===== src/hw/rtl/assert_macros.svh =====
`ifndef ASSERT_MACROS_SVH
`define ASSERT_MACROS_SVH

// same-cycle implication
`define ASSERT_NOW(label, clk, rst, ante, cons, msg) \
  label: assert property (@(posedge clk) disable iff (rst) (ante) |-> (cons)) \
    else $error(msg);

// next-cycle implication
`define ASSERT_NEXT(label, clk, rst, ante, cons, msg) \
  label: assert property (@(posedge clk) disable iff (rst) (ante) |=> (cons)) \
    else $error(msg);

`endif


===== src/hw/rtl/atd_pkg.sv =====
package atd_pkg;

  localparam int TIMER_WIDTH_DEF = 32;
  localparam int ELAPSED_W       = 32;
  localparam int DELAY_W         = 32;
  localparam int CFG_INDEX_W     = 8;
  localparam int CFG_DATA_W      = 32;

  localparam logic [CFG_INDEX_W-1:0] REG_RISE_DELAY    = CFG_INDEX_W'(0);
  localparam logic [CFG_INDEX_W-1:0] REG_FALL_DELAY    = CFG_INDEX_W'(1);
  localparam logic [CFG_INDEX_W-1:0] REG_CLEAR_MODE    = CFG_INDEX_W'(2);
  localparam logic [CFG_INDEX_W-1:0] REG_INITIAL_LEVEL = CFG_INDEX_W'(3);

  typedef struct packed {
    logic [DELAY_W-1:0] rise_delay;
    logic [DELAY_W-1:0] fall_delay;
    logic               clear_mode;
  } cfg_t;

endpackage


===== src/hw/rtl/atd_step.sv =====
module atd_step #(
  parameter int TIMER_WIDTH = atd_pkg::TIMER_WIDTH_DEF
) (
  input  atd_pkg::cfg_t                    cfg,
  input  logic                             level,
  input  logic [TIMER_WIDTH-1:0]           timer,
  input  logic                             raw_level,
  input  logic [atd_pkg::ELAPSED_W-1:0]    elapsed,
  output logic                             level_next,
  output logic [TIMER_WIDTH-1:0]           timer_next
);
  import atd_pkg::*;

  localparam int BASE_W = (TIMER_WIDTH > ELAPSED_W) ? TIMER_WIDTH : ELAPSED_W;
  localparam int SW     = BASE_W + 1;

  logic [SW-1:0] timer_ext;
  logic [SW-1:0] elapsed_ext;
  logic [SW-1:0] tmax_ext;
  logic [SW-1:0] sum;
  logic [SW-1:0] acc_ext;
  logic [SW-1:0] delay_ext;
  logic [SW-1:0] diff;
  logic [DELAY_W-1:0] delay;

  assign timer_ext   = {{(SW-TIMER_WIDTH){1'b0}}, timer};
  assign elapsed_ext = {{(SW-ELAPSED_W){1'b0}}, elapsed};
  assign tmax_ext    = {{(SW-TIMER_WIDTH){1'b0}}, {TIMER_WIDTH{1'b1}}};
  assign sum         = timer_ext + elapsed_ext;
  assign acc_ext     = (sum > tmax_ext) ? tmax_ext : sum;
  assign delay       = level ? cfg.fall_delay : cfg.rise_delay;
  assign delay_ext   = {{(SW-DELAY_W){1'b0}}, delay};
  assign diff        = timer_ext - elapsed_ext;

  always_comb begin
    level_next = level;
    timer_next = '0;
    if (raw_level != level) begin
      if (acc_ext >= delay_ext) begin
        level_next = raw_level;
      end else begin
        timer_next = acc_ext[TIMER_WIDTH-1:0];
      end
    end else if (!cfg.clear_mode && (timer_ext > elapsed_ext)) begin
      timer_next = diff[TIMER_WIDTH-1:0];
    end
  end

endmodule


===== src/hw/rtl/asymmetric_time_debounce.sv =====
// Asymmetric time-based debounce of one binary input.
// Input channel (in_valid/in_ready): raw_level and the time elapsed since
// the previous item. Output channel (out_valid/out_ready): debounced_level,
// exactly one result per input item, in order.
// Configuration channel (cfg_valid/cfg_ready, always ready): cfg_index
// 0 rise delay, 1 fall delay, 2 clear_mode, 3 initial_level (loads the level
// and clears the timer); other indexes are ignored. Write only while idle.
// An accepted item goes to the input register, then to the result register,
// loaded by one add/compare/subtract pass; out_valid rises with that load.
// Throughput: one item per cycle unless the receiver stalls; the timer and
// level update in the same cycle the item moves to the result register, so
// the next item sees it. When the receiver stalls, the result register holds,
// the input register fills behind it, and in_ready drops until out_ready
// returns. Reset (rst, synchronous): cfg, level, timer, in_full, out_valid
// zero, both channels empty; in_raw, in_elapsed, debounced_level not reset.
`include "assert_macros.svh"

module asymmetric_time_debounce #(
  parameter int TIMER_WIDTH = atd_pkg::TIMER_WIDTH_DEF
) (
  input  logic                              clk,
  input  logic                              rst,
  input  logic                              in_valid,
  output logic                              in_ready,
  input  logic                              raw_level,
  input  logic [atd_pkg::ELAPSED_W-1:0]     elapsed,
  output logic                              out_valid,
  input  logic                              out_ready,
  output logic                              debounced_level,
  input  logic                              cfg_valid,
  output logic                              cfg_ready,
  input  logic [atd_pkg::CFG_INDEX_W-1:0]   cfg_index,
  input  logic [atd_pkg::CFG_DATA_W-1:0]    cfg_data
);
  import atd_pkg::*;

  cfg_t                   cfg;
  logic                   level;
  logic [TIMER_WIDTH-1:0] timer;
  logic                   level_next;
  logic [TIMER_WIDTH-1:0] timer_next;

  logic                   in_full;
  logic                   in_raw;
  logic [ELAPSED_W-1:0]   in_elapsed;
  logic                   out_adv;
  logic                   move;
  logic                   cfg_wr;

  assign cfg_ready = 1'b1;
  assign cfg_wr    = cfg_valid && cfg_ready;
  assign out_adv   = !out_valid || out_ready;
  assign move      = in_full && out_adv;
  assign in_ready  = !in_full || out_adv;

  atd_step #(
    .TIMER_WIDTH(TIMER_WIDTH)
  ) u_step (
    .cfg        (cfg),
    .level      (level),
    .timer      (timer),
    .raw_level  (in_raw),
    .elapsed    (in_elapsed),
    .level_next (level_next),
    .timer_next (timer_next)
  );

  always_ff @(posedge clk) begin
    if (rst) begin
      cfg   <= '0;
      level <= 1'b0;
      timer <= '0;
    end else if (cfg_wr) begin
      case (cfg_index)
        REG_RISE_DELAY: cfg.rise_delay <= cfg_data[DELAY_W-1:0];
        REG_FALL_DELAY: cfg.fall_delay <= cfg_data[DELAY_W-1:0];
        REG_CLEAR_MODE: cfg.clear_mode <= cfg_data[0];
        REG_INITIAL_LEVEL: begin
          level <= cfg_data[0];
          timer <= '0;
        end
        default: ;
      endcase
    end else if (move) begin
      level <= level_next;
      timer <= timer_next;
    end
  end

  // hold the item until the result register can take it
  always_ff @(posedge clk) begin
    if (rst) begin
      in_full <= 1'b0;
    end else if (in_valid && in_ready) begin
      in_full <= 1'b1;
    end else if (move) begin
      in_full <= 1'b0;
    end
  end

  always_ff @(posedge clk) begin
    if (in_valid && in_ready) begin
      in_raw     <= raw_level;
      in_elapsed <= elapsed;
    end
  end

  always_ff @(posedge clk) begin
    if (rst) begin
      out_valid <= 1'b0;
    end else if (move) begin
      out_valid <= 1'b1;
    end else if (out_ready) begin
      out_valid <= 1'b0;
    end
  end

  always_ff @(posedge clk) begin
    if (move) begin
      debounced_level <= level_next;
    end
  end

  `ASSERT_NEXT(a_init_load, clk, rst, cfg_wr && (cfg_index == REG_INITIAL_LEVEL), (timer == '0) && (level == $past(cfg_data[0])), "initial_level write did not load level and clear timer")
  `ASSERT_NEXT(a_clear_mode, clk, rst, move && !cfg_wr && cfg.clear_mode && (in_raw == level), timer == '0, "timer not cleared on agreement in clear mode")
  `ASSERT_NEXT(a_level_hold, clk, rst, !move && !cfg_wr, $stable(level), "level changed without an item or a write")
  `ASSERT_NEXT(a_result_level, clk, rst, move && !cfg_wr, out_valid && (debounced_level == level), "result does not match updated level")
  `ASSERT_NOW(a_stall_cause, clk, rst, in_full && !in_ready, out_valid && !out_ready, "input stalled without a stalled result")

endmodule


===== config.mk =====
export PLATFORM = sky130hd
export DESIGN_NAME = asymmetric_time_debounce
export DESIGN_NICKNAME = d
export VERILOG_FILES = /design/src/hw/rtl/atd_pkg.sv /design/src/hw/rtl/atd_step.sv /design/src/hw/rtl/asymmetric_time_debounce.sv
export VERILOG_INCLUDE_DIRS = /design/src /design/src/hw/rtl
export SDC_FILE = /design/constraint.sdc
export NUM_CORES = 1
export LEC_CHECK = 0
export BUFFER_PORTS_ARGS = -buffer_cell sky130_fd_sc_hd__buf_2
export CORE_MARGIN = 4
export CORE_UTILIZATION = 35
export CTS_BUF_LIST = sky130_fd_sc_hd__clkbuf_4
export CTS_CLUSTER_DIAMETER = 80
export DETAILED_ROUTE_END_ITERATION = 10
export PLACE_DENSITY_LB_ADDON = 0.05
export SETUP_SLACK_MARGIN = 0.1
export SYNTH_ARGS = -nofsm -noshare
export SYNTH_HDL_FRONTEND = slang
export SYNTH_SLANG_ARGS = --single-unit

===== constraint.sdc =====
create_clock -name clk -period 4.5 [get_ports clk]
set_clock_uncertainty 0.15 [all_clocks]
set_input_delay 1.35 -clock clk [delete_from_list [all_inputs] [get_ports clk]]
set_output_delay 1.35 -clock clk [all_outputs]
set_load 0.02 [all_outputs]

* Word-level counts from Yosys, hierarchy flattened
Index checks and enable logic that the tools add are counted.
** Word-level totals
- Flip-flop bits (word level) :: 134
- Input port bits :: 78
- Output and inout bits :: 4
- Word-level logic and storage cells :: 53
** Operators by class
- Add/subtract/negate cells :: 2
- Magnitude comparators :: 3
- Equal/unequal tests :: 5
- Mux-type cells :: 17
- Reductions and logical operators :: 16
** Operators with widths (number)
- $mux W32 :: 7
- $add A32 B32 Y33 :: 1
- $ge A33 B32 Y1 :: 1
- $gt A33 B32 Y1 const B :: 1
- $mux W33 :: 1
- $gt A32 B32 Y1 :: 1
- $sub A32 B32 Y32 :: 1
- $eq A8 B2 Y1 const B :: 2
- $mux W1 :: 9
- $eq A8 B1 Y1 const B :: 1
- $logic_not A8 Y1 :: 1
- $reduce_and A2 Y1 :: 4
- $reduce_bool A2 Y1 :: 3
- $logic_and A1 B1 Y1 :: 3
- $logic_not A1 Y1 :: 3
- $logic_or A1 B1 Y1 :: 2
- $ne A2 B1 Y1 const B :: 1
- $ne A1 B1 Y1 :: 1

* Logic depth before layout (Yosys ltp)
Gate-level depths: netlist of run 1.
- Depth in word-level cells :: 8
- Gate-level depth with buffers :: 24
- Depth with buffers taken out :: 23

* By module
Synthesis of run 1 repeated with hierarchy kept, for this count alone.
** Second synthesis, totals
- Cell total of the unflattened synthesis :: 1118
- Area total of the unflattened synthesis :: 10167.3 um^2
** By module, submodules not included
- atd_step :: instances 1, cells an instance 732, area an instance 5163.7 um^2, seq. area each 0.0 um^2
- asymmetric_time_debounce :: instances 1, cells an instance 386, area an instance 5003.5 um^2, seq. area each 3022.9 um^2

* Worst setup path after synthesis of run 1
OpenSTA, ideal clock, no wires.
- Kind :: flip-flop to flip-flop
- Start point :: reg in_elapsed[12]
- End point :: reg timer[13]
- Setup time :: 69 ps
- Arrival time :: 4667 ps
- Required time :: 4281 ps
- Setup slack :: -387 ps
- Cell stages (with the launch flop) :: 24
- Buffers on the path :: 3
- Period minus slack after synthesis :: 4887 ps
- Cells stage by stage :: edfxtp_1 inv_1 ha_1 buf_4 or4_1 nor4_1 o21a_2 o21ai_0 a21boi_1 o21bai_1 a21oi_1 xnor2_1 nand2b_1 ha_1 a21o_1 a211oi_1 o31ai_1 a21oi_1 nand3_1 o21ai_1 clkbuf_1 clkbuf_1 a22oi_1 o21ai_1
** On the way
- Cells in the longest elaborated chain, start to end :: 8
- Elaborated cells between the ends (all ways) :: 12
- Classes of those cells :: add/sub (2); order compare (3); mux (6); reduce/logical (1)
** Ends and longest elaborated chain
- start: declaration :: RTL line asymmetric_time_debounce.sv:45 : logic [ELAPSED_W-1:0] in_elapsed;
- start signal: assignment :: RTL line asymmetric_time_debounce.sv:104 : in_elapsed <= elapsed;
- $add A32 B32 Y33 :: RTL line atd_step.sv:29 : assign sum = timer_ext + elapsed_ext;
- $gt A33 B32 Y1 :: RTL line atd_step.sv:30 : assign acc_ext = (sum > tmax_ext) ? tmax_ext : sum;
- $mux W33 :: RTL line atd_step.sv:30
- $ge A33 B32 Y1 :: RTL line atd_step.sv:39 : if (acc_ext >= delay_ext) begin
- $mux W32 :: RTL line atd_step.sv:39
- $mux W32 (*) :: RTL line atd_step.sv:38 : if (raw_level != level) begin
- $mux W32 (*) :: RTL line asymmetric_time_debounce.sv:84 : end else if (move) begin
- $mux W32 (*) :: RTL line asymmetric_time_debounce.sv:73 : end else if (cfg_wr) begin
- end signal: assignment :: RTL line asymmetric_time_debounce.sv:86 : timer <= timer_next;
- end: declaration :: RTL line asymmetric_time_debounce.sv:39 : logic [TIMER_WIDTH-1:0] timer;
Mark *: on every way between the ends. The rest lies on a longest branch, timed or not. The select of a mux whose other input is x is not followed.
A chain may end at the register's enable or synchronous reset.

* Worst setup path after layout of run 1
- Start point :: reg in_elapsed[13]
- End point :: reg timer[16]
Same word-level chain as after synthesis.

==> qor.yml, run 1 <==
cp.required_ns: 4.79
period_share: 1.10
min-delay-path-class: "reg -> reg"
max_slew_margin: 0.335
crit_path_end_kind: "register"
io_pins: 82
violations: "setup timing"
setup.worst_path.start: "in_elapsed[13]"
rows: 60
synth_ff_type: "dfxtp_1"
die_w_um: 173
drt_wl_total_um: 32400
port_buffers: 80
r2r-start: "in_elapsed[13]"
netlist_instances: 1191
clockRootBuffer: "clkbuf_4"
syn-cell-area_um2: 9570
synth_seq_area_share: 0.316
dieArea_um2: 30000
synth_fa_ha_area_frac: 0.130
cp_max_fo: 7
drc: 0
setup_slack_ns: -0.456
synth_edf_count: 34
grt_pass1_vias: 9154
cts_hold_buf: 0
areaGrowthSynthToFinish_pct: 34.9
total_power_w: 0.00277
yosys_register_bits: 134
routabilityCongestion: 0.891
fin_nets: 1642
antenna_found_initial: 1
drive_above_1_share: 0.314
critPathArrivalTime_ns: 5.25
crit_type: "reg -> reg"
vias: 9342
cts_buffers: 17
setup_viol: 34
cts_tree: "built"
fmax_ghz: 0.202
cts_max_path_buffers: 2
clkTransAtPathRegs_ns: 0.15
firstDrtPassIters: 5
yosys.area_share.simple: 0.191
synthTopCellsByArea: "dfxtp_1 (21%), ha_1 (13%), edfxtp_1 (11%)"
gr-total-overflow: 0
ant_nets: 0
synthMostInstantiatedCell: "nand2_1"
via_per_inst: 5.13
fillCellCount: 2653
clk_latency_ns: 0.57
start_kind: "register"
leakage_nw: 5.42
drtIter0Drc: 586
grt_usage: 0.210
crit_path_top_delay_cell: "or4_4"
grt_pass1_wl_um: 50900
max_slew.worst_pin.slew_ns: 0.997
final_area_um2: 12900
critPathMaxStageDelay_ns: 0.55
post-dp-hpwl_um: 24300
ir_worst_vdd_mv: 0.157
maxCapViolCount: 0
dpl_cell_area_um2: 11800
synth.avg_cell_area_um2: 8.03
synthArstFlopShare: 0
clkSinkCount: 134
die_h_um: 173
hold_viol: 0
synthXorXnorAreaFrac: 0.0439
synth_top_area_share: 0.209
routedWlPerCell_um: 17.8
power.density_nw_per_um2: 215
ys_types: 76
post-route-min-period_ns: 4.96
synth_top_area_cell: "dfxtp_1"
coreArea_um2: 27000
synth_top_family_by_area: "compound AO/OA/AOI/OAI gates"
min_from: "cfg[1]"
synth_compound_area_frac: 0.224
synth_warnings: 0
synthMuxAreaShare: 0.0358
crit_chain: "buf_4, ha_1, buf_4, or4_4, o21ba_4, o21ai_4, a21oi_4, o21ai_4, buf_12, clkbuf_16, nand2_2, ha_1, nand4_1, or2_4, o31ai_4, a21oi_2, a22oi_2, o21ai_4, buf_4, buf_6, buf_8, a22oi_1, o21ai_1"
ys_top_cells_by_count: "nand2_1 (200), a21oi_1 (145), dfxtp_1 (100)"
grt_max_degree: 74
h-tree-depth: 4
rsz0062_at_grt: "yes"
synth_fp_nets: 1367
outcome: "finished, violations left"
initial_utilization: 0.355
drv_slew: 0
==> logic make-up after synthesis <==
group,count (synthesis)
AND/OR/NAND/NOR,400
AO/OA/AOI/OAI,338
buffers and inverters,138
flip-flops,134
adder cells (fa/ha/maj),98
XOR/XNOR,48
multiplexers,34
other,1
==> area by class of cell <==
type	count	area, µm²	area share
clock inverter	15	139	0.0108
sequential	134	3030	0.234
clock buffer	17	128	0.00989
multi-input combinational	919	6580	0.510
antenna	1	2.50	0.000194
inverter	71	267	0.0206
tap	341	427	0.0330
timing repair buffer	323	2340	0.181
==> placed cells by master (no fill, tap or decap), types with 5 or more instances in the layout <==
| cell type | count |
|---|---|
| buf_4 | 228 |
| nand2_1 | 191 |
| a21oi_1 | 138 |
| dfxtp_1 | 97 |
| ha_1 | 83 |
| buf_2 | 80 |
| nor2_1 | 67 |
| inv_1 | 63 |
| xnor2_1 | 45 |
| edfxtp_1 | 34 |
| mux2i_1 | 32 |
| o21ai_0 | 32 |
| nand3_1 | 22 |
| o21ai_1 | 19 |
| clkbuf_4 | 17 |
| nor2b_1 | 14 |
| nand2b_1 | 14 |
| nand4_1 | 12 |
| o21bai_1 | 12 |
| ha_4 | 12 |
| a21o_1 | 11 |
| a22oi_1 | 11 |
| nor3_1 | 10 |
| and2_1 | 9 |
| buf_6 | 9 |
| o31ai_1 | 8 |
| o21ai_2 | 8 |
| a221o_1 | 8 |
| a31oi_1 | 7 |
| nor4_1 | 7 |
| inv_2 | 6 |
| o21a_1 | 6 |
| a21oi_2 | 6 |
| a211oi_1 | 6 |
| nand2_2 | 6 |
| o211ai_1 | 6 |
| or3_1 | 5 |
| a221oi_1 | 5 |
==> layer usage <==
metal | wire (µm) | vias up | global-route usage
li1 | - | 4742 | -
met3 | 1650 | 17 | 0.0303
met1 | 16400 | 4348 | 0.320
met5 | 0 | - | 0
met4 | 244 | 0 | 0.0343
met2 | 14200 | 235 | 0.321
==> what timing repair did <==
action / CTS / global route
endpoints found under the setup margin: 34 / 34
buffers inserted: 17 / 12
cloned: 1 / 2
resized for setup: 52 / 50
pin swaps: 16 / 25
==> worst max-delay path: cells and delay by family, from the launching register on <==
kind / cells / cell delay (ns)
fa+ha+maj: 2 / 0.52
buf+inv: 7 / 1.02
flops: 1 / 0.45
compound gates: 10 / 1.65
simple gates: 4 / 1.05
==> worst paths after layout <==
check                    to  slack (ns)  cells past startpoint
setup / recovery  timer[16]       -0.46                     23
hold / removal       cfg[1]        0.31                      2
hold reg to reg      cfg[1]        0.31                      2
setup reg to reg  timer[16]       -0.46                     23
==> where the power goes <==
group	internal [W]	leakage, nW	switching (W)
Combinational	0.000317	4.14	0.000351
Sequential	0.00126	1.14	0.0000180
Clock	0.000242	0.140	0.000580
==> flip-flops by register name (all words and copies together), names as in the netlist <==
signal	count
in_full	1
in_elapsed	32
out_valid	1
level	1
cfg	65
debounced_level	1
timer	32
in_raw	1
==> stage by stage <==
stage	util	setup slack, ns	hold WS [ns]	cells	setup TNS (ns)
after CTS	0.466	-0.461	0.316	1807	-11.88
after global placement	0.439	-0.684	0.292	1757	-17.59
after detailed placement	0.439	-0.683	0.297	1757	-17.26
final	0.479	-0.456	0.313	1821	-12.69
after global routing	0.479	-0.655	0.331	1821	-19.09
after floorplan	-	-0.0303	0.283	1191	-0.155
Note: power is estimated with default switching activity, not from simulation.
==> inputs of run 2 (changes only) <==
--- a/config.mk
+++ b/config.mk
@@ -6,12 +6,12 @@
 export SDC_FILE = /design/constraint.sdc
 export NUM_CORES = 1
 export LEC_CHECK = 0
-export BUFFER_PORTS_ARGS = -buffer_cell sky130_fd_sc_hd__buf_2
 export CORE_MARGIN = 4
-export CORE_UTILIZATION = 35
+export CORE_UTILIZATION = 36
 export CTS_BUF_LIST = sky130_fd_sc_hd__clkbuf_4
 export CTS_CLUSTER_DIAMETER = 80
 export DETAILED_ROUTE_END_ITERATION = 10
+export DONT_BUFFER_PORTS = 1
 export PLACE_DENSITY_LB_ADDON = 0.05
 export SETUP_SLACK_MARGIN = 0.1
 export SYNTH_ARGS = -nofsm -noshare
==> run 2 against run 1 <==
  * The run still ends with setup timing left
  * Die area shrank 2.7%
  * Count of clock-buffer cells in the layout unchanged
  * Critical path depth rose by 1
  * Global-route usage grew 1.4 points
  * Sequential power barely moved
  * Non-clock buffer count is 90 lower
  * Via count decreased by 2.0%
==> qor.yml, run 2 (synthesized netlist as in run 1, its figures left out) <==
via_per_inst: 5.31  # +3.6%
r2r_slack_ns: -0.50  # -0.05 ns
setup_slack_ns: -0.504  # -0.0477 ns
cts_max_path_buffers: 2  # unchanged
fin_nets: 1552  # -5.5%
reg2reg_depth: 24  # +4.3%
grt_pass1_wl_um: 51300  # +0.65%
ant_nets: 0  # unchanged
max_slew.worst_pin.slew_ns: 1.06  # +0.0664 ns
coreArea_um2: 26100  # -3.0%
start_kind: "register"
clkTransAtPathRegs_ns: 0.15  # about the same
vias: 9159  # -2.0%
period_share: 1.11  # +0.0106
die_h_um: 171  # -1.3%
io_pins: 82  # unchanged
crit_end: "debounced_level"
routedWlPerCell_um: 19.2  # +7.7%
drt_wl_total_um: 33100  # +1.9%
hold_viol: 0  # unchanged
routabilityCongestion: 0.901  # +1.1%
post-route-min-period_ns: 5.00  # +0.0477 ns
areaGrowthSynthToFinish_pct: 31.7
regMostFlops: "cfg"
leakage_nw: 5.08  # -6.2%
cts_tree: "built"
crit_path_end_kind: "register"
critPathArrivalTime_ns: 5.19  # -0.06 ns
drc: 0  # unchanged
drtIter0Drc: 570  # -2.7%
crit_path_top_delay_cell: "edfxtp_1"
rows: 59  # -1.7%
dieArea_um2: 29200  # -2.7%
setup.worst_path.start: "in_elapsed[0]"
violations: "setup timing"
critPathTopFamily: "compound AO/OA/AOI/OAI gates"
port_buffers: 0  # -100%
clockRootBuffer: "clkbuf_4"
die_w_um: 171  # -1.3%
final_common_cell: "buf_4"
fillCellCount: 2644  # -0.34%
rsz0062_at_grt: "yes"
h-tree-depth: 4  # unchanged
mostFrequentLayoutCells: "buf_4 (218), nand2_1 (181), a21oi_1 (138)"
max_slew_margin: 0.291  # -0.0443
maxCapViolCount: 0  # unchanged
power.density_nw_per_um2: 230  # +7.3%
drive_above_1_share: 0.276  # -0.0385
post-dp-hpwl_um: 24400  # +0.15%
critPathMaxStageDelay_ns: 0.42  # -0.13 ns
cts_hold_buf: 0  # unchanged
cp.required_ns: 4.69  # -0.10 ns
antenna_found_initial: 2  # +1
total_power_w: 0.00290  # +4.8%
worstReg2RegEnd: "debounced_level"
clkSinkCount: 134  # unchanged
grt_pass1_vias: 8992  # -1.8%
holdWs_ns: 0.311  # -0.00179 ns
seq_area_um2: 3020  # about the same
reg_top3: "cfg x65, in_elapsed x32, timer x32"
cts_buffers: 17  # unchanged
path_buf_inv: 6  # -1
grt_max_degree: 75  # +1.4%
worstSetupPathDepth: 24  # +4.3%
outcome: "finished, violations left"
fmax_ghz: 0.200  # -0.95%
r2r-start: "in_elapsed[0]"
gr-total-overflow: 0  # unchanged
min-delay-path-class: "reg -> reg"
setup_viol: 34  # unchanged
largest_reg_flops: 65  # unchanged
ir_worst_vdd_mv: 0.147  # -6.2%
clk_latency_ns: 0.57  # about the same
firstDrtPassIters: 7  # +2
post-route-util: 0.482  # +0.00327
grt_usage: 0.225  # +0.0143
initial_utilization: 0.366  # +0.0111
crit_type: "reg -> reg"
setup_tns_ns: -13.64  # -0.955 ns
cp_max_fo: 6  # -1
drv_slew: 0  # unchanged
crit_chain: "ha_2, inv_2, fa_2, nor2_2, o311a_1, o21a_2, o21ba_4, o21ai_4, a21oi_4, o21ai_4, buf_12, buf_16, nand2_2, ha_4, nand4_1, buf_4, a31oi_4, nor4_2, nor3_2, buf_4, o21ai_2, a21oi_4, buf_6, mux2_4"
multi_input_comb_area_um2: 6680  # +1.5%
-- run 2: cell types whose count changed in the layout (fill, tap and decap cells not counted), moves of 4 or more --
cell / delta
bufinv_16: +4
buf_4: -10
buf_12: +4
ha_4: +5
nand2_1: -10
buf_2: -80
ha_1: -7
nand2_2: +4
nand2_4: +5
-- run 2: area by class of cell --
type | instances | area share
Tap cell | 335 | 0.0333
Antenna cell | 1 | 0.000199
Timing Repair Buffer | 233 | 0.150
Clock inverter | 14 | 0.0158
Sequential cell | 134 | 0.240
Multi-Input combinational cell | 919 | 0.530
Clock buffer | 17 | 0.0101
Inverter | 71 | 0.0211
-- run 2: repair_timing --
| action | CTS | global route |
|---|---|---|
| hold endpoints to repair | 0 | 0 |
| resized for setup | 56 | 51 |
| gates cloned | 2 | 0 |
| buffers inserted | 15 | 8 |
| endpoints found under the setup margin | 34 | 34 |
| pin swaps | 22 | 34 |
-- run 2: worst min path at each step --
stage	start	end	slack (ns)	depth (start not counted)
finish	cfg[54]	cfg[54]	0.31	2
global route	cfg[54]	cfg[54]	0.33	2
CTS	cfg[54]	cfg[54]	0.31	2
detailed placement	cfg[14]	cfg[14]	0.29	2
global placement	cfg[1]	cfg[1]	0.29	2
floorplan	cfg[1]	cfg[1]	0.28	2
-- run 2: worst reg2reg max path, delay by kind of cell, from the launching register on --
family / cells / cell delay (ns)
AO/OA/AOI/OAI: 9 / 1.80
AND/OR/NAND/NOR: 5 / 0.61
adder cells (fa/ha/maj): 3 / 0.70
buffers and inverters: 6 / 0.81
multiplexers: 1 / 0.28
flip-flops: 1 / 0.42
-- run 2: where the power goes --
part | internal [W] | switching (W)
Combinational | 0.000288 | 0.000328
Sequential | 0.00126 | 0.0000212
Clock | 0.000446 | 0.000557
Total | 0.00200 | 0.000907
-- run 2: metrics by stage --
stage	instance area (µm²)	cells	setup slack, ns
3_3_place_gp	11500	1668	-0.697
4_1_cts	12200	1716	-0.428
3_5_place_dp	11500	1668	-0.682
2_1_floorplan	9740	1191	-0.0303
5_1_grt	12600	1724	-0.801
6_report	12600	1724	-0.504
-- run 2: per-layer routing --
metal	track usage	vias up	share of wire
met5	0	-	0.00021
met1	0.334	4313	0.49
met2	0.337	249	0.44
met3	0.0464	19	0.061
li1	-	4576	-
met4	0.0462	2	0.0080
==> inputs of run 3 (changes only) <==
--- a/config.mk
+++ b/config.mk
@@ -6,6 +6,8 @@
 export SDC_FILE = /design/constraint.sdc
 export NUM_CORES = 1
 export LEC_CHECK = 0
+export CELL_PAD_IN_SITES_DETAIL_PLACEMENT = 0
+export CELL_PAD_IN_SITES_GLOBAL_PLACEMENT = 1
 export CORE_MARGIN = 4
 export CORE_UTILIZATION = 36
 export CTS_BUF_LIST = sky130_fd_sc_hd__clkbuf_4
==> run 3 against run 2 <==
  * Worst hold slack lost 0.0012 ns
  * Critical path type unchanged
  * Power grew 2.1%
  * Largest cell class unchanged
  * The run still ends with setup timing left
  * Sequential share of layout area decreased by 0.44 points
  * Critical path depth stayed put
  * Via count rose by 0.27%
  * Cell count rose by 1.1%
  * Critical endpoint is now timer[16]
  * Sequential cell count unchanged
  * Highest routed layer unchanged
  * Worst setup slack improved by 0.15 ns
==> qor.yml, run 3 (synthesized netlist as in run 1, its figures left out) <==
rsz0062_at_grt: "yes"
h-tree-depth: 4  # unchanged
crit_path_end_kind: "register"
gr-total-overflow: 0  # unchanged
period_share: 1.08  # -0.0327
cp_max_fo: 7  # +1
clockRootBuffer: "clkbuf_4"
vias: 9184  # +0.27%
violations: "setup timing"
clk_latency_ns: 0.58  # about the same
coreArea_um2: 26100  # unchanged
ant_nets: 0  # unchanged
initial_utilization: 0.366  # unchanged
routabilityCongestion: 0.887  # -1.6%
clkTransAtPathRegs_ns: 0.14  # about the same
holdWs_ns: 0.310  # -0.00117 ns
power.density_nw_per_um2: 231  # +0.17%
start_kind: "register"
r2r-start: "in_elapsed[10]"
via_per_inst: 5.27  # -0.82%
final_common_cell: "buf_4"
min_from: "cfg[23]"
setup_slack_ns: -0.357  # +0.147 ns
post-route-min-period_ns: 4.86  # -0.147 ns
cts_tree: "built"
path_buf_inv: 5  # -1
drc: 0  # unchanged
worst_hold_path.endpoint: "cfg[23]"
die_h_um: 171  # unchanged
io_pins: 82  # unchanged
critPathTopFamily: "compound AO/OA/AOI/OAI gates"
die_w_um: 171  # unchanged
antenna_found_initial: 3  # +1
grt_usage: 0.226  # +0.00154
reg_top3: "cfg x65, in_elapsed x32, timer x32"
min-delay-path-class: "reg -> reg"
layout.cells.non_filler: 1743  # +1.1%
critPathMaxStageDelay_ns: 0.57  # +0.15 ns
setup_viol: 34  # unchanged
place_inst: 1679  # +0.66%
clkSinkCount: 134  # unchanged
cts_hold_buf: 0  # unchanged
ir_worst_vdd_mv: 0.156  # +6.0%
drive_above_1_share: 0.297  # +0.0211
reg2reg_depth: 24  # unchanged
max_slew.worst_pin.slew_ns: 1.05  # -0.0180 ns
hold_viol: 0  # unchanged
grt_pass1_wl_um: 51500  # +0.35%
crit_chain: "inv_2, ha_4, or4_4, nor4_4, o21a_2, buf_6, o21ai_4, a21boi_2, o21bai_1, a21oi_1, xnor2_1, nand2b_1, ha_1, a21o_1, a211oi_4, o31ai_4, a21oi_2, nand3_1, o21ai_2, buf_6, buf_12, buf_12, a22oi_1, o21ai_1"
crit_type: "reg -> reg"
grt_pass1_vias: 9011  # +0.21%
r2r_slack_ns: -0.36  # +0.15 ns
drv_slew: 0  # unchanged
max_slew_margin: 0.303  # +0.0120
largest_reg_flops: 65  # unchanged
fin_nets: 1570  # +1.2%
cp.required_ns: 4.84  # +0.15 ns
dieArea_um2: 29200  # unchanged
rows: 59  # unchanged
areaGrowthSynthToFinish_pct: 34.2
fmax_ghz: 0.206  # +3.0%
mostFrequentLayoutCells: "buf_4 (232), nand2_1 (184), a21oi_1 (135)"
firstDrtPassIters: 5  # -2
critPathArrivalTime_ns: 5.20  # about the same
cts_max_path_buffers: 2  # unchanged
routedWlPerCell_um: 19.0  # -0.78%
maxCapViolCount: 0  # unchanged
post-dp-hpwl_um: 24800  # +1.8%
port_buffers: 0  # unchanged
cts_buffers: 17  # unchanged
grt_max_degree: 75  # unchanged
hold_path_depth: 2  # unchanged
worstReg2RegEnd: "timer[16]"
outcome: "finished, violations left"
drt_wl_total_um: 33200  # +0.31%
fillCellCount: 2620  # -0.91%
leakage_nw: 5.21  # +2.6%
drtIter0Drc: 458  # -20%
crit_path_top_delay_cell: "or4_4"
regMostFlops: "cfg"
[run 3: worst max path at each step]
| stage | startpoint | endpoint | slack, ns | cells past startpoint |
|---|---|---|---|---|
| 2_1_floorplan | in_elapsed[11] | timer[20] | -0.03 | 24 |
| 3_3_place_gp | in_elapsed[13] | timer[16] | -0.75 | 23 |
| 3_5_place_dp | in_elapsed[11] | timer[0] | -0.77 | 25 |
| 4_1_cts | in_elapsed[2] | timer[22] | -0.44 | 23 |
| 5_1_grt | in_elapsed[14] | timer[9] | -0.68 | 23 |
| 6_report | in_elapsed[10] | timer[16] | -0.36 | 24 |
[run 3: worst register-to-register path, cell delays in order (launching register included)]
cell	delay, ns
edfxtp_1	0.44
inv_2	0.09
ha_4	0.19
or4_4	0.57
nor4_4	0.26
o21a_2	0.21
buf_6	0.11
o21ai_4	0.06
a21boi_2	0.18
o21bai_1	0.12
a21oi_1	0.17
xnor2_1	0.12
nand2b_1	0.17
ha_1	0.30
a21o_1	0.19
a211oi_4	0.27
o31ai_4	0.11
a21oi_2	0.17
nand3_1	0.11
o21ai_2	0.19
buf_6	0.16
buf_12	0.13
buf_12	0.10
a22oi_1	0.10
o21ai_1	0.14
[run 3: metrics by stage]
| step | TNS [ns] | util | area [µm²] | power, W | setup slack (ns) |
|---|---|---|---|---|---|
| 5_1_grt | -20.01 | 0.491 | 12800 | 0.00310 | -0.681 |
| 4_1_cts | -12.27 | 0.479 | 12500 | 0.00296 | -0.438 |
| 6_report | -9.70 | 0.491 | 12800 | 0.00296 | -0.357 |
| 3_3_place_gp | -21.00 | 0.440 | 11500 | 0.00185 | -0.751 |
| 3_5_place_dp | -21.55 | 0.440 | 11500 | 0.00185 | -0.767 |
| 2_1_floorplan | -0.155 | - | 9740 | 0.00162 | -0.0303 |
[run 3: repair_timing]
item / in CTS / in global routing
endpoints found under the setup margin: 34 / 34
setup buffers: 26 / 8
gates resized for setup: 93 / 45
cloned: 1 / 1
pin swaps: 50 / 25
[run 3: power by group]
group | switching (W) | internal (W)
combinational | 0.000333 | 0.000307
sequential | 0.0000230 | 0.00126
clock | 0.000571 | 0.000467
total | 0.000927 | 0.00204
[run 3: layer usage]
layer  vias up  track usage  routed length, µm
li1       4602            -                  -
met1      4326        0.324              16100
met2       213        0.357              14700
met3        39       0.0414               1730
met4         4       0.0499                530
met5         -            0                 22
[run 3: layout make-up]
| type | instances | area [µm²] | share of cell area |
|---|---|---|---|
| Clock buffer | 18 | 135 | 0.0105 |
| Antenna cell | 1 | 2.50 | 0.000195 |
| Tap cell | 335 | 419 | 0.0326 |
| Timing Repair Buffer | 251 | 2030 | 0.158 |
| Inverter | 71 | 267 | 0.0208 |
| Multi-Input combinational cell | 919 | 6750 | 0.525 |
| Clock inverter | 14 | 215 | 0.0168 |
| Sequential cell | 134 | 3030 | 0.236 |
